===== config.mk =====
export PLATFORM = sky130hd
export DESIGN_NAME = pbx_fifo
export DESIGN_NICKNAME = d
export VERILOG_FILES = /design/src/parabola_breakpoint_x_top_defines.svh /design/src/pbx_pkg.sv /design/src/pbx_fifo.sv
export SDC_FILE = /design/constraint.sdc
export NUM_CORES = 1
export LEC_CHECK = 0
export ABC_CLOCK_PERIOD_IN_PS = 11900
export BUFFER_PORTS_ARGS = -buffer_cell sky130_fd_sc_hd__buf_2
export CORE_AREA = 5 5 258 260
export CTS_CLUSTER_DIAMETER = 100
export DETAILED_ROUTE_END_ITERATION = 10
export DIE_AREA = 0 0 263 265
export PLACE_DENSITY_LB_ADDON = 0.15
export SETUP_SLACK_MARGIN = 0.1
export SLEW_MARGIN = 10
export SYNTH_ARGS = -nofsm -noshare
export SYNTH_HDL_FRONTEND = slang
export SYNTH_SLANG_ARGS = --single-unit

===== constraint.sdc =====
create_clock -name i_clk -period 11.9 [get_ports i_clk]
set_input_delay 1.785 -clock i_clk [delete_from_list [all_inputs] [get_ports i_clk]]
set_output_delay 1.785 -clock i_clk [all_outputs]
set_load 0.01 [all_outputs]

===== src/parabola_breakpoint_x_top_defines.svh =====
// assertion macros for the beach-line breakpoint block
// used by parabola_breakpoint_x_top, needs i_clk and i_rst_n in scope
`ifndef PARABOLA_BREAKPOINT_X_TOP_DEFINES_SVH
`define PARABOLA_BREAKPOINT_X_TOP_DEFINES_SVH
`ifndef SYNTHESIS
`define PBX_ASSERT(lbl, prop) \
    lbl: assert property (@(posedge i_clk) disable iff (!i_rst_n) prop) \
        else $error("pbx assertion failed");
`define PBX_ASSERT_NORST(lbl, prop) \
    lbl: assert property (@(posedge i_clk) prop) \
        else $error("pbx reset assertion failed");
`else
`define PBX_ASSERT(lbl, prop)
`define PBX_ASSERT_NORST(lbl, prop)
`endif
`endif


===== src/pbx_pkg.sv =====
// types and width constants of the beach-line breakpoint block
// no dependencies
`default_nettype none

package pbx_pkg;

    localparam int CoordW = 32;
    localparam int DiffW  = CoordW + 1;
    localparam int ProdW  = 2 * DiffW;
    localparam int MulXW  = CoordW + DiffW;
    localparam int BW     = MulXW + 1;
    localparam int PW     = 2 * CoordW + 1;
    localparam int SumW   = 2 * CoordW + 2;
    localparam int HalfW  = DiffW;
    localparam int PPW    = 2 * HalfW;
    localparam int MidW   = PPW + 1;
    localparam int RadW   = ((PW + SumW + 1) / 2) * 2;
    localparam int RootW  = RadW / 2;
    localparam int RemW   = RootW + 2;
    localparam int NW     = RootW + 2;
    localparam int AW     = DiffW;
    localparam int QDepth = 4;
    localparam int QAw    = 2;

    typedef enum logic [1:0] {
        KIND_ON_FIRST,
        KIND_ON_SECOND,
        KIND_LEVEL,
        KIND_GENERAL
    } t_kind;

    typedef struct packed {
        logic signed [CoordW-1:0] sweep_y;
        logic signed [CoordW-1:0] first_focus_x;
        logic signed [CoordW-1:0] first_focus_y;
        logic signed [CoordW-1:0] second_focus_x;
        logic signed [CoordW-1:0] second_focus_y;
    } t_in_word;

    typedef struct packed {
        logic signed [CoordW-1:0] break_x;
        logic                     fault_flag;
    } t_out_word;

    typedef struct packed {
        t_kind                    kind;
        logic signed [CoordW-1:0] spec_x;
        logic signed [CoordW-1:0] s;
        logic signed [CoordW-1:0] x1;
        logic signed [CoordW-1:0] y1;
        logic signed [CoordW-1:0] x2;
        logic signed [CoordW-1:0] y2;
    } t_job;

    typedef struct packed {
        t_kind                    kind;
        logic signed [CoordW-1:0] spec_x;
        logic                     aneg;
        logic                     fneg;
        logic [AW-1:0]            amag;
        logic signed [BW-1:0]     b;
    } t_sq_side;

    typedef struct packed {
        t_kind                    kind;
        logic signed [CoordW-1:0] spec_x;
        logic                     rneg;
        logic                     fneg;
        logic                     ovf;
        logic [AW-1:0]            amag;
    } t_dv_side;

    typedef struct packed {
        logic push;
        logic pop;
        logic full;
        logic empty;
    } t_q_stat;

endpackage

`default_nettype wire


===== src/pbx_fifo.sv =====
// short job queue between the front stage and the arithmetic pipeline
// depends on pbx_pkg
`default_nettype none

module pbx_fifo (
    input  logic             i_clk,
    input  logic             i_rst_n,
    input  logic             i_push_valid,
    input  pbx_pkg::t_job    i_push_job,
    output logic             o_push_ready,
    output logic             o_pop_valid,
    output pbx_pkg::t_job    o_pop_job,
    input  logic             i_pop_ready,
    output pbx_pkg::t_q_stat o_stat
);

    localparam int QDepth = pbx_pkg::QDepth;
    localparam int QAw    = pbx_pkg::QAw;

    pbx_pkg::t_job  r_mem [QDepth];
    logic [QAw-1:0] r_wr;
    logic [QAw-1:0] r_rd;
    logic [QAw:0]   r_cnt;
    logic           full;
    logic           empty;
    logic           push;
    logic           pop;

    assign full  = (r_cnt == (QAw+1)'(QDepth));
    assign empty = (r_cnt == '0);
    assign push  = i_push_valid && !full;
    assign pop   = i_pop_ready && !empty;

    assign o_push_ready = !full;
    assign o_pop_valid  = !empty;
    assign o_pop_job    = r_mem[r_rd];

    assign o_stat.push  = push;
    assign o_stat.pop   = pop;
    assign o_stat.full  = full;
    assign o_stat.empty = empty;

    always_ff @(posedge i_clk) begin
        if (!i_rst_n) begin
            r_wr  <= '0;
            r_rd  <= '0;
            r_cnt <= '0;
        end else begin
            if (push) begin
                r_wr <= r_wr + 1'b1;
            end
            if (pop) begin
                r_rd <= r_rd + 1'b1;
            end
            if (push && !pop) begin
                r_cnt <= r_cnt + 1'b1;
            end else if (pop && !push) begin
                r_cnt <= r_cnt - 1'b1;
            end
        end
    end

    always_ff @(posedge i_clk) begin
        if (push) begin
            r_mem[r_wr] <= i_push_job;
        end
    end

endmodule

`default_nettype wire


==> flow_metrics.env, run 1 <==
export IMPL_highest_layer="met5"
export IMPL_arrival_ns=3.71
export IMPL_synth_seq_cells=785
export IMPL_clk_pin_slew_worst_paths_ns=0.06
export IMPL_cts_made_buffers=82
export IMPL_max_stage_delay_ns=0.85
export IMPL_syn_area_mm2=0.0285
export IMPL_combPwrFrac_pct=21.9
export IMPL_critPathRequiredTime_ns=10.12
export IMPL_worstPathMaxFanout=46
export IMPL_met2_length_um=28600
export IMPL_grt_max_degree=68
export IMPL_vias=12707
export IMPL_fillers=4928
export IMPL_die_x_um=263
export IMPL_gr_total_overflow=0
export IMPL_dpl_instance_area_mm2=0.0314
export IMPL_p_int_uw=5590
export IMPL_p_sw_uw=1970
export IMPL_fin_skew_ns=0.0187
export IMPL_cap_violations=0
export IMPL_fp_coreArea_mm2=0.0639
export IMPL_final_max_slew_viol_count=0
export IMPL_fin_area_mm2=0.0340
export IMPL_fmax_ghz=0.182
export IMPL_avgViaCountPerCell=5.21
export IMPL_cts_root_buf="clkbuf_16"
export IMPL_grt_pass1_wl_um=86600
export IMPL_postRouteAntennaNets=0
export IMPL_totalWireLength_um=58500
export IMPL_p_sw_share_pct=26.1
export IMPL_wl_met3_um=4400
export IMPL_pwr_share_seq_pct=45.7
export IMPL_ys_warnings_count=0
export IMPL_io_buffers=397
export IMPL_drc=0
export IMPL_antenna_found_initial=17
export IMPL_crit_path_frequent_cell="buf_4"
export IMPL_synth_distinct_cells=23
export IMPL_track_usage_pct=16.4
export IMPL_rows=93
export IMPL_power_density_mw_per_mm2=223
export IMPL_drt_pass1_iter_count=5
export IMPL_drt_iter0_drc=883
export IMPL_tns_ns=0
export IMPL_syn2layout_area_growth_pct=19.1
export IMPL_htree_num_levels=3
export IMPL_gp_congestion=0.726
export IMPL_wl_met1_um=23900
export IMPL_cts_tree="yes"
export IMPL_status="complete, no violations"
export IMPL_max_slew_margin_pct=30.1
export IMPL_period_needed_ns=5.49
export IMPL_nets=1724
export IMPL_wl_per_cell_um=24.0
export IMPL_worst_hold_path_type="register to register"
export IMPL_clock_sinks=785
export IMPL_rsz0062_at_grt="no"
export IMPL_worstMarginPinSlew_ns=1.05
export IMPL_dp_hpwl_um=35400
export IMPL_cts_buffer_depth=3
export IMPL_endpoint_kind="output pin"
export IMPL_path_class="register to output pin"
export IMPL_vdd_drop_max_uv=190
export IMPL_die_area_mm2=0.0697
export IMPL_path_cells="buf_4 -> buf_4 -> mux4_2 -> buf_2"
export IMPL_synth_nets=1274
export IMPL_setup_viol=0
export IMPL_crit_slowest_cell="buf_4"
export IMPL_initial_core_util_pct=44.7
export IMPL_syn_area_per_cell_um2=26.7
export IMPL_clkPwrFrac_pct=32.5
export IMPL_die_h_um=265
export IMPL_layout_drive_gt1_share_pct=45.9
export IMPL_clock_latency_ns=0.60
export IMPL_leakagePower_uw=0.0113
export IMPL_grt_pass1_vias=13605
export IMPL_seq_area_frac_synth_pct=82.3
export IMPL_synthCells=1070
export IMPL_cts_setup_buffers=0
export IMPL_io_pins=398
export IMPL_postCtsHoldBufs=0
export IMPL_period_share_pct=46.2
export IMPL_hold_violations=0
export IMPL_worstSetupStartpointType="register"
export IMPL_cts_resized=0
[stage by stage]
stage / hold slack (ns) / worst slack (ns) / util (%) / total power [µW] / std cells
after floorplan: 0.468 / 4.80 / - / 4640 / 1070
after global placement: 0.479 / 6.56 / 49.1 / 5220 / 2291
after detailed placement: 0.498 / 6.57 / 49.1 / 5230 / 2291
after CTS: 0.506 / 6.14 / 53.2 / 7710 / 2435
after global routing: 0.541 / 5.98 / 53.2 / 7920 / 2436
final: 0.503 / 6.41 / 53.2 / 7570 / 2440
[area by class of cell]
class                           count  area, µm²  area share [%]
Sequential cell                   785      23500            69.1
Multi-Input combinational cell    229       4660            13.7
Clock buffer                      102       2150            6.32
Timing Repair Buffer              416       2130            6.27
Tap cell                          855       1070            3.15
Clock inverter                     42        440            1.30
Inverter                            6       22.5          0.0663
Antenna cell                        5       12.5          0.0368
[layout by cell type, fill, tap and decap left out]
| master | instances |
|---|---|
| xor2_1 | 1 |
| edfxtp_1 | 776 |
| dfxtp_1 | 7 |
| mux2i_1 | 3 |
| and2_1 | 4 |
| bufinv_16 | 9 |
| ha_1 | 5 |
| inv_1 | 6 |
| clkinv_2 | 11 |
| clkbuf_16 | 83 |
| nor2_1 | 1 |
| diode_2 | 5 |
| clkbuf_1 | 19 |
| o311ai_0 | 1 |
| dfxtp_4 | 2 |
| and2_4 | 4 |
| a21boi_0 | 1 |
| buf_2 | 397 |
| buf_4 | 19 |
| xnor2_1 | 3 |
| inv_6 | 3 |
| o21ai_0 | 1 |
| clkinv_1 | 17 |
| clkinv_8 | 1 |
| nor2b_1 | 2 |
| mux4_2 | 194 |
| clkinv_4 | 1 |
| fa_1 | 1 |
| nand2_1 | 5 |
| or3_1 | 2 |
| o31ai_2 | 1 |
[state kept, by name (all words and copies together) (netlist names), named ones only]
name and count:
r_wr 2, r_mem 776, r_rd 2, r_cnt 3
[path summary, 6_finish.rpt]
path | start | slack (ns) | to | cells past startpoint
max | register | 6.41 | o_pop_job[141] | 4
min | r_wr[1] | 0.50 | r_wr[1] | 2
min reg2reg | r_wr[1] | 0.50 | r_wr[1] | 2
max reg2reg | r_cnt[0] | 7.81 | r_mem[1][94] | 7
[power by group through the flow]
stage / Combinational, µW / Sequential [µW] / Clock [µW]
floorplan: 1130 / 3510 / 0
global placement: 1710 / 3510 / 0
CTS: 1720 / 3460 / 2530
global route: 1790 / 3480 / 2650
detailed placement: 1710 / 3520 / 0
finish: 1650 / 3460 / 2460
[layer usage]
| layer | vias to the layer above | GRT usage, % |
|---|---|---|
| met5 | - | 0 |
| met1 | 6634 | 21.9 |
| met4 | 24 | 4.81 |
| met3 | 120 | 5.54 |
| met2 | 389 | 26.0 |
| li1 | 5540 | - |
[synthesized netlist by cell type (all sizes together)]
master | number | area share [%]
ha | 5 | 0.22
or3 | 2 | 0.044
xnor2 | 3 | 0.092
o31ai | 1 | 0.044
nand2 | 5 | 0.066
nor2b | 2 | 0.044
edfxtp | 776 | 82
buf | 45 | 1.3
o21ai | 1 | 0.018
mux4 | 194 | 15
fa | 1 | 0.070
and2 | 8 | 0.18
nor2 | 1 | 0.013
clkbuf | 5 | 0.066
o311ai | 1 | 0.031
a21boi | 1 | 0.026
inv | 6 | 0.079
dfxtp | 9 | 0.63
mux2i | 3 | 0.11
xor2 | 1 | 0.031
[worst max-delay path, delay by kind of cell (launching register included)]
family,cells,cell delay (ns)
DFF,1,0.79
buffers and inverters,3,1.65
muxes,1,0.61
[cell families after synthesis]
family,Yosys count,share of synthesized area [%]
adder cells (fa/ha/maj),6,0.289
buffers and inverters,56,1.40
AND/OR/NAND/NOR,18,0.342
multiplexers,197,15.4
flip-flops,785,82.3
AO/OA/AOI/OAI,4,0.118
XOR/XNOR,4,0.123
(Power assumes the default switching activity.)
==> inputs of run 2 (changes only) <==
Settings changed: ABC_CLOCK_PERIOD_IN_PS 11900 to 5400.
Clock period 11.9 ns to 5.4 ns, I/O delays scaled along.
==> flow_metrics.env, run 2 (synthesis results as in run 1) <==
export IMPL_status="complete, no violations"
export IMPL_endpoint_kind="output pin"
export IMPL_fillers=4913
export IMPL_layout_common_cells="edfxtp_1, buf_2, mux4_2"
export IMPL_die_area_mm2=0.0697
export IMPL_vdd_drop_max_uv=294
export IMPL_fp_coreArea_mm2=0.0639
export IMPL_fin_cells=2453
export IMPL_layout_commonest_cell="edfxtp_1"
export IMPL_htree_num_levels=3
export IMPL_totalWireLength_um=59300
export IMPL_cts_buffer_depth=3
export IMPL_postCtsHoldBufs=0
export IMPL_path_class="register to output pin"
export IMPL_avgViaCountPerCell=5.24
export IMPL_critPathBufInv=2
export IMPL_initial_core_util_pct=44.7
export IMPL_regMostFlops="r_mem"
export IMPL_tns_ns=0
export IMPL_dp_hpwl_um=37000
export IMPL_die_x_um=263
export IMPL_worst_hold_path_type="primary input to register"
export IMPL_postRouteAntennaNets=0
export IMPL_setup_viol=0
export IMPL_clk_pin_slew_worst_paths_ns=0.06
export IMPL_rows=93
export IMPL_cp_top_family="flip-flops"
export IMPL_grt_pass1_wl_um=88800
export IMPL_clock_sinks=785
export IMPL_max_slew_margin_pct=28.3
export IMPL_max_stage_delay_ns=0.72
export IMPL_grt_max_degree=73
export IMPL_leakagePower_uw=0.0113
export IMPL_track_usage_pct=16.8
export IMPL_nets=1734
export IMPL_wl_per_cell_um=24.2
export IMPL_layout_drive_gt1_share_pct=46.0
export IMPL_path_cells="buf_12 -> mux4_2 -> buf_2"
export IMPL_power_uw=16600
export IMPL_rsz0062_at_grt="no"
export IMPL_rrSetupSlack_ns=2.42
export IMPL_crit_slowest_cell="dfxtp_4"
export IMPL_drt_pass1_iter_count=6
export IMPL_gr_total_overflow=0
export IMPL_worstMarginPinSlew_ns=1.08
export IMPL_cts_tree="yes"
export IMPL_largest_register_ffs=776
export IMPL_die_h_um=265
export IMPL_worstPathMaxFanout=63
export IMPL_worstSetupStartpointType="register"
export IMPL_vias=12845
export IMPL_syn2layout_area_growth_pct=19.6
export IMPL_arrival_ns=2.68
export IMPL_cts_made_buffers=81
export IMPL_cts_resized=0
export IMPL_cts_root_buf="clkbuf_16"
export IMPL_hold_violations=0
export IMPL_cts_setup_buffers=0
export IMPL_setup_ws_ns=1.91
export IMPL_pre_cts_ws_ns=2.12
export IMPL_io_pins=398
export IMPL_grt_pass1_vias=13699
export IMPL_final_max_slew_viol_count=0
export IMPL_period_share_pct=64.7
export IMPL_drc=0
export IMPL_critPathRequiredTime_ns=4.59
export IMPL_cap_violations=0
export IMPL_io_buffers=397
export IMPL_fin_skew_ns=0.0165
export IMPL_period_needed_ns=3.49
export IMPL_drt_iter0_drc=797
export IMPL_power_density_mw_per_mm2=485
export IMPL_clock_latency_ns=0.61
export IMPL_antenna_found_initial=14
export IMPL_dp_cells=2302
export IMPL_gp_congestion=0.726
export IMPL_fmax_ghz=0.286
export IMPL_top_regs="r_mem x776, r_cnt x3"
## run 2: cell types whose count changed in the layout (fill, tap and decap cells not counted)
cell       change
buf_4          -3
bufinv_16      -5
buf_12        +14
clkinv_1       +4
clkinv_2       -2
clkbuf_8       +2
clkbuf_1       +2
inv_16         +1
inv_6          +1
clkbuf_16      -1
## run 2: report_power, final
part	internal, µW	switching, µW	total (µW)
combinational	1750	1980	3740
clock	3010	2190	5210
sequential	7390	221	7610
## run 2: per-layer routing
layer	vias up	track usage, %	part of all wire, %
met2	370	27.5	50
met1	6769	22.0	40
li1	5584	-	-
met4	18	4.81	2.0
met5	-	0	0.18
met3	104	5.35	7.2
## run 2: path summary, 6_finish.rpt
| check | from | to | cells past startpoint |
|---|---|---|---|
| worst max register to register | r_cnt[0] | r_mem[0][189] | 6 |
| worst min register to register | r_wr[1] | r_wr[1] | 2 |
| worst max-delay path | register | o_pop_job[80] | 3 |
| worst min-delay path | i_push_job[107] | r_mem[0][107] | 1 |
## run 2: area by class of cell
cell class	count	area (µm²)	area share, %
repair buffers	427	2390	7.00
diodes	5	12.5	0.0367
multi-input cells	229	4660	13.7
flip-flops and latches	785	23500	68.8
clock inverters	41	324	0.950
inverters	6	22.5	0.0660
well taps	855	1070	3.14
clock buffers	105	2160	6.33
## run 2: through the flow
| stage | cell area (µm²) | util (%) | hold slack (ns) |
|---|---|---|---|
| after floorplan | 28500 | - | 0.468 |
| after global placement | 31600 | 49.5 | 0.490 |
| after detailed placement | 31600 | 49.5 | 0.496 |
| after CTS | 34100 | 53.4 | 0.351 |
| after global routing | 34100 | 53.4 | 0.376 |
| final | 34100 | 53.4 | 0.407 |
