`src/parabola_breakpoint_x_top_defines.svh`:
```
// assertion macros for the beach-line breakpoint block
// used by parabola_breakpoint_x_top, needs i_clk and i_rst_n in scope
`ifndef PARABOLA_BREAKPOINT_X_TOP_DEFINES_SVH
`define PARABOLA_BREAKPOINT_X_TOP_DEFINES_SVH
`ifndef SYNTHESIS
`define PBX_ASSERT(lbl, prop) \
    lbl: assert property (@(posedge i_clk) disable iff (!i_rst_n) prop) \
        else $error("pbx assertion failed");
`define PBX_ASSERT_NORST(lbl, prop) \
    lbl: assert property (@(posedge i_clk) prop) \
        else $error("pbx reset assertion failed");
`else
`define PBX_ASSERT(lbl, prop)
`define PBX_ASSERT_NORST(lbl, prop)
`endif
`endif

```
`src/pbx_pkg.sv`:
```
// types and width constants of the beach-line breakpoint block
// no dependencies
`default_nettype none

package pbx_pkg;

    localparam int CoordW = 32;
    localparam int DiffW  = CoordW + 1;
    localparam int ProdW  = 2 * DiffW;
    localparam int MulXW  = CoordW + DiffW;
    localparam int BW     = MulXW + 1;
    localparam int PW     = 2 * CoordW + 1;
    localparam int SumW   = 2 * CoordW + 2;
    localparam int HalfW  = DiffW;
    localparam int PPW    = 2 * HalfW;
    localparam int MidW   = PPW + 1;
    localparam int RadW   = ((PW + SumW + 1) / 2) * 2;
    localparam int RootW  = RadW / 2;
    localparam int RemW   = RootW + 2;
    localparam int NW     = RootW + 2;
    localparam int AW     = DiffW;
    localparam int QDepth = 4;
    localparam int QAw    = 2;

    typedef enum logic [1:0] {
        KIND_ON_FIRST,
        KIND_ON_SECOND,
        KIND_LEVEL,
        KIND_GENERAL
    } t_kind;

    typedef struct packed {
        logic signed [CoordW-1:0] sweep_y;
        logic signed [CoordW-1:0] first_focus_x;
        logic signed [CoordW-1:0] first_focus_y;
        logic signed [CoordW-1:0] second_focus_x;
        logic signed [CoordW-1:0] second_focus_y;
    } t_in_word;

    typedef struct packed {
        logic signed [CoordW-1:0] break_x;
        logic                     fault_flag;
    } t_out_word;

    typedef struct packed {
        t_kind                    kind;
        logic signed [CoordW-1:0] spec_x;
        logic signed [CoordW-1:0] s;
        logic signed [CoordW-1:0] x1;
        logic signed [CoordW-1:0] y1;
        logic signed [CoordW-1:0] x2;
        logic signed [CoordW-1:0] y2;
    } t_job;

    typedef struct packed {
        t_kind                    kind;
        logic signed [CoordW-1:0] spec_x;
        logic                     aneg;
        logic                     fneg;
        logic [AW-1:0]            amag;
        logic signed [BW-1:0]     b;
    } t_sq_side;

    typedef struct packed {
        t_kind                    kind;
        logic signed [CoordW-1:0] spec_x;
        logic                     rneg;
        logic                     fneg;
        logic                     ovf;
        logic [AW-1:0]            amag;
    } t_dv_side;

    typedef struct packed {
        logic push;
        logic pop;
        logic full;
        logic empty;
    } t_q_stat;

endpackage

`default_nettype wire

```
`src/pbx_front.sv`:
```
// front stage: registers an input word and classifies the query
// depends on pbx_pkg
`default_nettype none

module pbx_front (
    input  logic             i_clk,
    input  logic             i_rst_n,
    input  logic             i_in_valid,
    input  pbx_pkg::t_in_word i_in_word,
    output logic             o_in_ready,
    output logic             o_job_valid,
    output pbx_pkg::t_job    o_job,
    input  logic             i_job_ready
);

    localparam int CoordW = pbx_pkg::CoordW;

    logic          r_valid;
    pbx_pkg::t_job r_job;
    pbx_pkg::t_job n_job;
    logic [CoordW:0] mid_sum;

    assign o_in_ready  = !r_valid || i_job_ready;
    assign o_job_valid = r_valid;
    assign o_job       = r_job;

    always_comb begin
        mid_sum = {i_in_word.first_focus_x[CoordW-1], i_in_word.first_focus_x}
                + {i_in_word.second_focus_x[CoordW-1], i_in_word.second_focus_x};
        n_job.s  = i_in_word.sweep_y;
        n_job.x1 = i_in_word.first_focus_x;
        n_job.y1 = i_in_word.first_focus_y;
        n_job.x2 = i_in_word.second_focus_x;
        n_job.y2 = i_in_word.second_focus_y;
        if (i_in_word.sweep_y == i_in_word.first_focus_y) begin
            n_job.kind   = pbx_pkg::KIND_ON_FIRST;
            n_job.spec_x = i_in_word.first_focus_x;
        end else if (i_in_word.sweep_y == i_in_word.second_focus_y) begin
            n_job.kind   = pbx_pkg::KIND_ON_SECOND;
            n_job.spec_x = i_in_word.second_focus_x;
        end else if (i_in_word.first_focus_y == i_in_word.second_focus_y) begin
            n_job.kind   = pbx_pkg::KIND_LEVEL;
            n_job.spec_x = mid_sum[CoordW:1];
        end else begin
            n_job.kind   = pbx_pkg::KIND_GENERAL;
            n_job.spec_x = '0;
        end
    end

    always_ff @(posedge i_clk) begin
        if (!i_rst_n) begin
            r_valid <= 1'b0;
        end else if (o_in_ready) begin
            r_valid <= i_in_valid;
        end
    end

    always_ff @(posedge i_clk) begin
        if (i_in_valid && o_in_ready) begin
            r_job <= n_job;
        end
    end

endmodule

`default_nettype wire

```
`config.mk`:
```
export PLATFORM = sky130hd
export DESIGN_NAME = pbx_front
export DESIGN_NICKNAME = d
export VERILOG_FILES = /design/src/parabola_breakpoint_x_top_defines.svh /design/src/pbx_pkg.sv /design/src/pbx_front.sv
export SDC_FILE = /design/constraint.sdc
export NUM_CORES = 1
export LEC_CHECK = 0
export BUFFER_PORTS_ARGS = -buffer_cell sky130_fd_sc_hd__buf_2
export CORE_UTILIZATION = 35
export DETAILED_ROUTE_END_ITERATION = 6
export PLACE_DENSITY_LB_ADDON = 0.05
export SLEW_MARGIN = 20
export SYNTH_ARGS = -nofsm -noshare
export SYNTH_HDL_FRONTEND = slang
export SYNTH_SLANG_ARGS = --single-unit
```
`constraint.sdc`:
```
create_clock -name i_clk -period 18 [get_ports i_clk]
set_input_delay 1.8 -clock i_clk [delete_from_list [all_inputs] [get_ports i_clk]]
set_output_delay 1.8 -clock i_clk [all_outputs]
set_load 0.02 [all_outputs]
```
==> results of run 1 <==
[metrics by stage]
step | hold slack, ns | cell area, µm² | util [%]
floorplan | 0.7496 | 9233 | -
global placement | 0.5226 | 11400 | 43.87
finish | 0.5478 | 12030 | 46.28
CTS | 0.5470 | 12020 | 46.26
global route | 0.6342 | 12020 | 46.26
detailed placement | 0.5316 | 11400 | 43.87
[power by group]
part | switching (mW) | internal, mW | leakage, nW
clock network | 0.189 | 0.213 | 0.299
registers | 0.00559 | 0.529 | 1.89
logic | 0.126 | 0.0682 | 2.76
[layer usage]
layer,share of wire [%],up-vias
li1,-,3330
met2,51,237
met3,6.4,21
met4,1.7,0
met5,0,-
met1,41,3274
[cell usage after synthesis, types with 12 or more instances]
cell type / number
sky130_fd_sc_hd__edfxtp_1: 194
sky130_fd_sc_hd__xor2_1: 77
sky130_fd_sc_hd__xnor2_1: 47
sky130_fd_sc_hd__a21oi_1: 43
sky130_fd_sc_hd__nand2_1: 42
sky130_fd_sc_hd__ha_1: 31
sky130_fd_sc_hd__nor2_1: 29
sky130_fd_sc_hd__nor4_1: 27
sky130_fd_sc_hd__o21ai_0: 25
sky130_fd_sc_hd__nand4_1: 19
sky130_fd_sc_hd__a21o_1: 15
sky130_fd_sc_hd__clkbuf_1: 14
sky130_fd_sc_hd__nand3_1: 12
[cells in the final DEF, fill, tap and decap left out, drive strengths merged, types with 5 or more instances in the layout]
| cell | Yosys | routed |
|---|---|---|
| buf | 9 | 363 |
| a21o | 15 | 15 |
| nor4 | 27 | 27 |
| nor2b | 5 | 5 |
| inv | 9 | 14 |
| nor3 | 6 | 6 |
| xnor2 | 47 | 47 |
| nand3 | 12 | 12 |
| clkbuf | 14 | 18 |
| clkinv | 1 | 7 |
| o21ai | 36 | 36 |
| a221o | 5 | 5 |
| a21oi | 44 | 44 |
| nor2 | 31 | 31 |
| o21a | 8 | 8 |
| ha | 31 | 31 |
| xor2 | 77 | 77 |
| edfxtp | 194 | 194 |
| a211oi | 5 | 5 |
| o211ai | 7 | 7 |
| nand4 | 19 | 19 |
| a22oi | 10 | 10 |
| nand2 | 42 | 42 |
[worst paths after layout]
check                                    to  slack, ns
worst min-delay path            o_job_valid       0.55
worst max register to register   o_job[123]      15.20
worst min register to register  o_job_valid       0.55
worst max-delay path             o_job[171]      12.70
[kinds of logic (layout without fill, tap and decap cells)]
logic type / count (synthesis) / after routing / synth area share (%)
DFF: 195 / 195 / 63.31
and+or+nand+nor: 154 / 154 / 8.321
AOI/OAI and AO/OA: 150 / 150 / 10.77
xor gates and xnor gates: 124 / 124 / 11.76
buffers and inverters: 33 / 405 / 1.409
adders and majority gates: 32 / 32 / 4.418
other: 0 / 2 / 0
[area by class of cell]
| class | instances | share of cell area, % |
|---|---|---|
| flip-flops and latches | 195 | 48.61 |
| multi-input cells | 460 | 27.18 |
| repair buffers | 363 | 15.19 |
| clock buffers | 18 | 3.568 |
| well taps | 335 | 3.485 |
| clock inverters | 14 | 1.613 |
| inverters | 10 | 0.3121 |
| diodes | 2 | 0.04161 |
[flip-flops by register name, indices dropped and copies added, names as in the netlist]
name         count
o_job          194
o_job_valid      1
[worst min-delay path: stages, from the launching register on]
cell and delay, ns:
sky130_fd_sc_hd__dfxtp_1 0.32, sky130_fd_sc_hd__nand2b_1 0.10, sky130_fd_sc_hd__a21boi_0 0.09
==> impl_summary.txt, run 1 <==
----------------------------------------------------
[Yosys]
  Synth Area per Inst ... 13.42 µm²
  Top flip-flop cell by instance count after synthesis ... sky130_fd_sc_hd__edfxtp_1
  Sequential share of the synthesized area ... 63.31%
  #FFs+latches synth ... 195
  Top cell type's share of synthesized area ... 63.10%
  Post-synth cell types ... 49
  Cell accounting for the most synthesized area ... sky130_fd_sc_hd__edfxtp_1
  Post-Syn Area ... 9233 µm²
  Synthesis Warnings ... 0
  Cell types occupying the most area after synthesis ... sky130_fd_sc_hd__edfxtp_1 63%, sky130_fd_sc_hd__xor2_1 7.3%, sky130_fd_sc_hd__xnor2_1 4.5%
  Synthesized netlist net count ... 884
  Proportion of synthesized flip-flops having asynchronous set or reset ... 0%
  Count of flip-flops with a built-in enable after synthesis ... 194
  Mapped Cells ... 688

[Global routing]
  Wire length of the first global-routing pass ... 40630 µm
  GRT Resource Usage Total ... 20.52%
  Total overflow reported by the global router ... 0
  Pin count of the biggest net entering global routing ... 56
  Met2 track utilization from global routing ... 36.46%
  GRT met1 Usage ... 24.64%
  Number of antenna violations at the first check in global routing ... 2
  Grt peak-use layer ... met2
  Vias in the first global route ... 6730
  Global Route met3 Usage ... 4.746%

[Cells and area]
  Area of all sequential standard cells ... 5846 µm²
  Layout cell share with drive strength beyond 1 ... 38.49%
  Final net count ... 1243
  Multi-input gate area in the final layout ... 3269 µm²
  Area growth from synthesis to layout ... 30.26%
  Total of fill cells in the finished design ... 2495
  Non-filler cells in the finished layout ... 1397

[Setup path]
  Max incr delay on CP ... 0.79 ns
  WP data arrival ... 5.48 ns
  Max Fanout on Critical Path ... 38
  Crit end category ... register
  Buf+Inv Stages, Crit Path ... 2
  R2R cell count ... 4
  Top cell family by delay on the critical path ... simple AND/OR/NAND/NOR gates
  Critical path type ... input pin to register
  Crit Reg-Reg Startpoint ... o_job_valid
  Number of cells on the critical path ... 9
  Worst endpoint required time ... 18.19 ns
  Kind of launch point of the worst setup path ... input pin
  Critical path, cell by cell ... buf_2, xor2_1, nor4_1, nand4_1, nor2_4, or3_1, inv_1, a221o_1, o21a_1
  Cell with the largest stage delay on the worst path ... sky130_fd_sc_hd__nor2_4
  Start point of the critical path ... i_in_word[151]

[Run]
  Max_cap viols ... 0

[STA]
  Final WS setup ... 12.70 ns
  Hold violation count in the final report ... 0
  Final worst path period need ... 5.296 ns
  Clock tree skew after final layout ... 0.02305 ns
  Setup-failing EPs final ... 0
  Accumulated negative setup slack ... 0 ns
  Tightest Pin Transition ... 0.9927 ns
  Max Clock Freq ... 188.8 MHz
  Final Slew Violations ... 0
  Final clock period utilization by the worst path ... 29.42%
  Max-slew headroom at the worst pin ... 33.67%
  Setup repair after global routing missed its margin ... no

[Route]
  First-pass iteration count of the detailed router ... 4
  DRC violation count after routing ... 0
  Post-DRT Antenna Nets ... 0
  Initial drt markers ... 391
  WL per Instance ... 20.21 µm
  Number of vias in the routed layout ... 6862
  Final routed wirelength across all metal layers ... 28230 µm
  Number of vias per cell after detailed routing ... 4.912

[Floorplanning]
  Die extent in x ... 164.4 µm
  Number of core rows ... 59
  Effective utilization at floorplan ... 35.53%
  I/O Pins ... 360
  Core Box Area ... 25980 µm²
  Area enclosed by the die boundary ... 27030 µm²
  Die extent in y ... 164.4 µm

[Hold path]
  Kind of path behind the tightest hold check ... register to register
  Hold Startpoint ... o_job_valid
  Number of cells traversed by the worst hold path ... 2

[Place]
  Routability-driven placement congestion ratio ... 0.8350
  Port buffer count ... 359
  Instance count after placement with tap cells included ... 1363
  Post-placement worst setup slack ... 12.24 ns
  Sum of net half-perimeters after detailed placement ... 22120 µm

[Pwr]
  Power per standard cell area ... 93.98 nW/µm²
  PnR Total Power ... 1.130 mW
  Leakage power of the design ... 4.951 nW
  VDD IR max ... 0.00005263 V

[CTS]
  Register clock-pin slew on the reported worst setup and hold paths ... 0.09 ns
  Clk root buf ... sky130_fd_sc_hd__clkbuf_16
  Clock H-tree levels ... 4
  Skew-Pair Late Insertion Delay ... 0.44 ns
  Hold_buf cts ... 0
  Clock buffers created by TritonCTS ... 17
  Gates resized, CTS repair ... 0
  Maximum buffer depth of the clock tree ... 2
  Number of sinks driven by the clock tree ... 195
  Clock tree from TritonCTS ... built
  Post-CTS setup buffer count ... 0

[Outcome]
  Status ... finished clean

----------------------------------------------------
(Power assumes the default switching activity.)
==> inputs of run 2 (changes only) <==
==> constraint.sdc (replaced) <==
create_clock -name i_clk -period 4.7 [get_ports i_clk]
set_input_delay 0.47 -clock i_clk [delete_from_list [all_inputs] [get_ports i_clk]]
set_output_delay 0.47 -clock i_clk [all_outputs]
set_load 0.02 [all_outputs]
==> run 2 against run 1 <==
Effect of this change: combinational power increased to 3.8 times the previous value; clock-buffer cell count fell by 1; clock power increased to 3.8 times the previous value; routed wire length decreased by 0.57%; critical endpoint is now o_job[161]; largest cell class unchanged; register-to-register slack lost 13 ns; highest routed layer unchanged; sequential cell count is the same.
==> impl_summary.txt, run 2 (synthesis gave the netlist of run 1 again) <==
----------------------------------------------------
[Outcome]
  Status ... finished clean

[Global routing]
  Number of antenna violations at the first check in global routing ... 2
  Vias in the first global route ... 6733
  Pin count of the biggest net entering global routing ... 69
  Wire length of the first global-routing pass ... 40540 µm
  GRT Resource Usage Total ... 20.45%
  Total overflow reported by the global router ... 0

[CTS]
  Gates resized, CTS repair ... 0
  Hold_buf cts ... 0
  Clk root buf ... sky130_fd_sc_hd__clkbuf_16
  Number of sinks driven by the clock tree ... 195
  Skew-Pair Late Insertion Delay ... 0.43 ns
  Clock buffers created by TritonCTS ... 17
  Post-CTS setup buffer count ... 0
  Clock H-tree levels ... 4
  Clock tree from TritonCTS ... built
  Maximum buffer depth of the clock tree ... 2
  Register clock-pin slew on the reported worst setup and hold paths ... 0.08 ns

[Route]
  Number of vias per cell after detailed routing ... 4.923
  Number of vias in the routed layout ... 6897
  Initial drt markers ... 431
  Final routed wirelength across all metal layers ... 28070 µm
  WL per Instance ... 20.04 µm
  Post-DRT Antenna Nets ... 0
  First-pass iteration count of the detailed router ... 5
  DRC violation count after routing ... 0

[STA]
  Final WS setup ... 1.615 ns
  Tightest Pin Transition ... 0.9516 ns
  Final worst path period need ... 3.085 ns
  WHS ... 0.2479 ns
  Setup-failing EPs final ... 0
  Setup repair after global routing missed its margin ... no
  Clock tree skew after final layout ... 0.01561 ns
  Final Slew Violations ... 0
  Max-slew headroom at the worst pin ... 36.56%
  Hold violation count in the final report ... 0
  Accumulated negative setup slack ... 0 ns
  Max Clock Freq ... 324.2 MHz
  Final clock period utilization by the worst path ... 65.63%

[Cells and area]
  Max FFs per register ... 194
  Final net count ... 1247
  Final core occ ... 46.41%
  Area growth from synthesis to layout ... 30.61%
  Most common library cell in the layout ignoring fill and taps ... sky130_fd_sc_hd__buf_2
  Layout cell share with drive strength beyond 1 ... 38.72%
  Top library cells by usage in the layout, fill and taps aside ... 359 x sky130_fd_sc_hd__buf_2, 194 x sky130_fd_sc_hd__edfxtp_1, 77 x sky130_fd_sc_hd__xor2_1

[Setup path]
  Reg-to-reg endpoint ... o_job[61]
  Max Fanout on Critical Path ... 13
  Crit Reg-Reg Startpoint ... o_job_valid
  R2R cell count ... 3
  WP data arrival ... 3.33 ns
  Critical path type ... input pin to register
  Crit end category ... register
  Slack of the worst reg-to-reg path ... 2.53 ns
  Kind of launch point of the worst setup path ... input pin
  Worst endpoint required time ... 4.95 ns

[Place]
  Routability-driven placement congestion ratio ... 0.8194
  Post-placement worst setup slack ... 1.023 ns
  Port buffer count ... 359
  Sum of net half-perimeters after detailed placement ... 21850 µm

[Floorplanning]
  Core Box Area ... 25980 µm²
  Die extent in y ... 164.4 µm
  I/O Pins ... 360
  Number of core rows ... 59
  Die extent in x ... 164.4 µm
  Effective utilization at floorplan ... 35.53%
  Area enclosed by the die boundary ... 27030 µm²

[Run]
  Max_cap viols ... 0

[Hold path]
  Endpoint of the worst hold-timing path ... o_job[98]
  Kind of path behind the tightest hold check ... input pin to register
  Number of cells traversed by the worst hold path ... 1
  Hold Startpoint ... i_in_word[98]

[Pwr]
  Power per standard cell area ... 357.1 nW/µm²
  Leakage power of the design ... 4.976 nW
  VDD IR max ... 0.0002017 V

----------------------------------------------------
run 2: critical path: stages:
cell and delay [ns]:
sky130_fd_sc_hd__buf_2 0.13, sky130_fd_sc_hd__xor2_1 0.16, sky130_fd_sc_hd__nor4_1 0.54, sky130_fd_sc_hd__nand4_1 0.38, sky130_fd_sc_hd__or3_1 0.67, sky130_fd_sc_hd__inv_1 0.43, sky130_fd_sc_hd__buf_4 0.26, sky130_fd_sc_hd__a221oi_1 0.10
sky130_fd_sc_hd__a21oi_1 0.17
run 2: worst max path at each step:
stage                   from         end  slack, ns  cells past startpoint
2_1_floorplan    i_job_ready    o_job[0]       1.10                      2
3_3_place_gp   i_in_word[87]  o_job[175]       1.10                      9
3_5_place_dp   i_in_word[87]  o_job[161]       1.02                      9
4_1_cts        i_in_word[87]  o_job[161]       1.47                      9
5_1_grt        i_in_word[87]  o_job[161]       1.39                      9
6_report       i_in_word[87]  o_job[161]       1.62                      9
run 2: cell type report:
cell class	count	area, µm²
flip-flops and latches	195	5846
well taps	335	419.2
clock inverters	15	187.7
inverters	10	37.54
multi-input cells	460	3269
fillers	2509	13930
repair buffers	367	1869
clock buffers	17	425.4
diodes	2	5.005
run 2: where the power goes:
| part | switching, mW | internal (mW) | total [mW] |
|---|---|---|---|
| logic | 0.481 | 0.263 | 0.745 |
| clock network | 0.746 | 0.770 | 1.52 |
| registers | 0.0215 | 2.02 | 2.05 |
run 2: stage by stage:
step | std cells | instance area (µm²) | power [mW]
final | 1401 | 12060 | 4.306
after CTS | 1399 | 12050 | 4.357
after detailed placement | 1367 | 11440 | 2.836
after global routing | 1399 | 12050 | 4.487
after floorplan | 688 | 9234 | 2.524
after global placement | 1367 | 11440 | 2.840
run 2: metal layers:
layer / global-route usage, % / vias to the layer above / wire length (µm)
li1: - / 3354 / -
met4: 5.046 / 0 / 325
met5: 0 / - / 0
met1: 25.58 / 3280 / 11750
met2: 35.42 / 247 / 14150
met3: 4.897 / 16 / 1843
==> inputs of run 3 (changes only) <==
==> constraint.sdc (replaced) <==
create_clock -name i_clk -period 2.84 [get_ports i_clk]
set_input_delay 0.284 -clock i_clk [delete_from_list [all_inputs] [get_ports i_clk]]
set_output_delay 0.284 -clock i_clk [all_outputs]
set_load 0.02 [all_outputs]
==> run 3 against run 2 <==
Effect of this change: total power rose by 67%; register-to-register slack got worse by 1.3 ns; final area rose by 1.4%; critical path depth rose by 2; sequential share of layout area fell by 0.67 points; clock skew barely moved; sequential power rose by 65%; largest power group unchanged; final cell count rose by 1.1%.
==> impl_summary.txt, run 3 (synthesis gave the netlist of run 1 again) <==
----------------------------------------------------
[Setup path]
  Max Fanout on Critical Path ... 4
  Critical path, cell by cell ... buf_2, ha_1, a21oi_1, o21ai_1, o211ai_1, a21oi_2, o21ai_0, a21oi_1, o21ai_1, xnor2_1, o211ai_1
  WP data arrival ... 2.54 ns
  R2R cell count ... 3
  Reg-to-reg endpoint ... o_job[181]
  Number of cells on the critical path ... 11
  Kind of launch point of the worst setup path ... input pin
  Slack of the worst reg-to-reg path ... 1.25 ns
  Crit end category ... register
  Top cell family by delay on the critical path ... compound AO/OA/AOI/OAI gates
  Critical path type ... input pin to register
  Crit path capture ... o_job[190]
  Start point of the critical path ... i_in_word[36]
  Worst endpoint required time ... 3.01 ns
  Buf+Inv Stages, Crit Path ... 1
  Cell with the largest stage delay on the worst path ... sky130_fd_sc_hd__ha_1
  Max incr delay on CP ... 0.34 ns
  Crit Reg-Reg Startpoint ... o_job_valid

[Global routing]
  Wire length of the first global-routing pass ... 40230 µm
  Pin count of the biggest net entering global routing ... 134
  Vias in the first global route ... 6562
  Total overflow reported by the global router ... 0
  Number of antenna violations at the first check in global routing ... 4
  GRT Resource Usage Total ... 20.35%

[CTS]
  Skew-Pair Late Insertion Delay ... 0.42 ns
  Post-CTS setup buffer count ... 0
  Maximum buffer depth of the clock tree ... 2
  Hold_buf cts ... 0
  Number of sinks driven by the clock tree ... 195
  Clock H-tree levels ... 4
  Gates resized, CTS repair ... 0
  Register clock-pin slew on the reported worst setup and hold paths ... 0.08 ns
  Clock tree from TritonCTS ... built
  Clk root buf ... sky130_fd_sc_hd__clkbuf_16
  Clock buffers created by TritonCTS ... 17

[STA]
  Setup-failing EPs final ... 0
  Setup repair after global routing missed its margin ... no
  Final worst path period need ... 2.368 ns
  Final clock period utilization by the worst path ... 83.38%
  Accumulated negative setup slack ... 0 ns
  Clock tree skew after final layout ... 0.01593 ns
  Tightest Pin Transition ... 0.7460 ns
  Max Clock Freq ... 422.3 MHz
  Final Slew Violations ... 0
  Hold violation count in the final report ... 0
  Max-slew headroom at the worst pin ... 50.27%

[Floorplanning]
  Die extent in y ... 164.4 µm
  Effective utilization at floorplan ... 35.53%
  Area enclosed by the die boundary ... 27030 µm²
  Die extent in x ... 164.4 µm
  Core Box Area ... 25980 µm²
  I/O Pins ... 360
  Number of core rows ... 59

[Cells and area]
  Area growth from synthesis to layout ... 32.46%
  Final Instance Area ... 12230 µm²
  Most common library cell in the layout ignoring fill and taps ... sky130_fd_sc_hd__buf_2
  Max FFs per register ... 194
  Final core occ ... 47.06%
  Layout cell share with drive strength beyond 1 ... 39.57%
  Non-filler cells in the finished layout ... 1417
  Final net count ... 1262
  Top library cells by usage in the layout, fill and taps aside ... 359 x sky130_fd_sc_hd__buf_2, 194 x sky130_fd_sc_hd__edfxtp_1, 77 x sky130_fd_sc_hd__xor2_1

[Pwr]
  VDD IR max ... 0.0004449 V
  Leakage power of the design ... 5.058 nW
  Power per standard cell area ... 586.4 nW/µm²

[Route]
  WL per Instance ... 19.90 µm
  Final routed wirelength across all metal layers ... 28190 µm
  Number of vias per cell after detailed routing ... 4.884
  Post-DRT Antenna Nets ... 0
  Number of vias in the routed layout ... 6920
  Initial drt markers ... 507
  DRC violation count after routing ... 0
  First-pass iteration count of the detailed router ... 5

[Place]
  Sum of net half-perimeters after detailed placement ... 21960 µm
  Instance count after placement with tap cells included ... 1382
  Port buffer count ... 359
  Routability-driven placement congestion ratio ... 0.8445
  DP Area ... 11600 µm²

[Outcome]
  Status ... finished clean

[Hold path]
  Kind of path behind the tightest hold check ... input pin to register

[Run]
  Max_cap viols ... 0

----------------------------------------------------
run 3: cell types whose count changed in the layout (fill, tap and decap cells not counted), sizes merged:
cell | previous run | this run
diode | 2 | 3
clkinv | 9 | 6
buf | 367 | 382
clkbuf | 17 | 18
bufinv | 1 | 2
clkinvlp | 0 | 1
run 3: metal layers:
layer,track usage [%],vias to the layer above,routed length [µm],share of wire [%]
met3,4.144,17,1921,6.8
met5,0,-,8,0.028
met4,4.379,2,314,1.1
met1,25.66,3269,11590,41
li1,-,3365,-,-
met2,35.88,267,14360,51
run 3: worst min-delay path by stage:
stage	startpoint	endpoint	cells after the start
after floorplan	i_in_word[0]	o_job[0]	0
after global placement	i_in_word[124]	o_job[124]	1
after detailed placement	i_in_word[115]	o_job[115]	1
after CTS	i_in_word[115]	o_job[115]	1
after global routing	i_in_word[101]	o_job[101]	1
final	i_in_word[115]	o_job[115]	1
run 3: final cells by class:
type,instances,area (µm²)
Antenna cell,3,7.507
Tap cell,335,419.2
Multi-Input combinational cell,460,3269
Clock buffer,18,429.2
Clock inverter,14,188.9
Timing Repair Buffer,382,2032
Fill cell,2465,13760
Sequential cell,195,5846
Inverter,10,37.54
run 3: worst reg2reg max path, delay by kind of cell, from the launching register on:
family	cells	cell delay [ns]
buffers and inverters	1	0.53
and+or+nand+nor	2	0.27
DFF	1	0.31
run 3: per-stage QoR:
stage	hold slack, ns	power (mW)	setup WS (ns)
2_1_floorplan	0.3829	4.169	0.3792
3_3_place_gp	0.4969	4.715	0.07536
3_5_place_dp	0.4941	4.710	0.0009113
4_1_cts	0.04552	7.256	0.4510
5_1_grt	0.04625	7.447	0.2823
6_report	0.06131	7.171	0.4720
run 3: power by group:
| part | switching [mW] | internal, mW |
|---|---|---|
| registers | 0.0371 | 3.35 |
| logic | 0.797 | 0.450 |
| clock network | 1.19 | 1.35 |
| total | 2.02 | 5.15 |
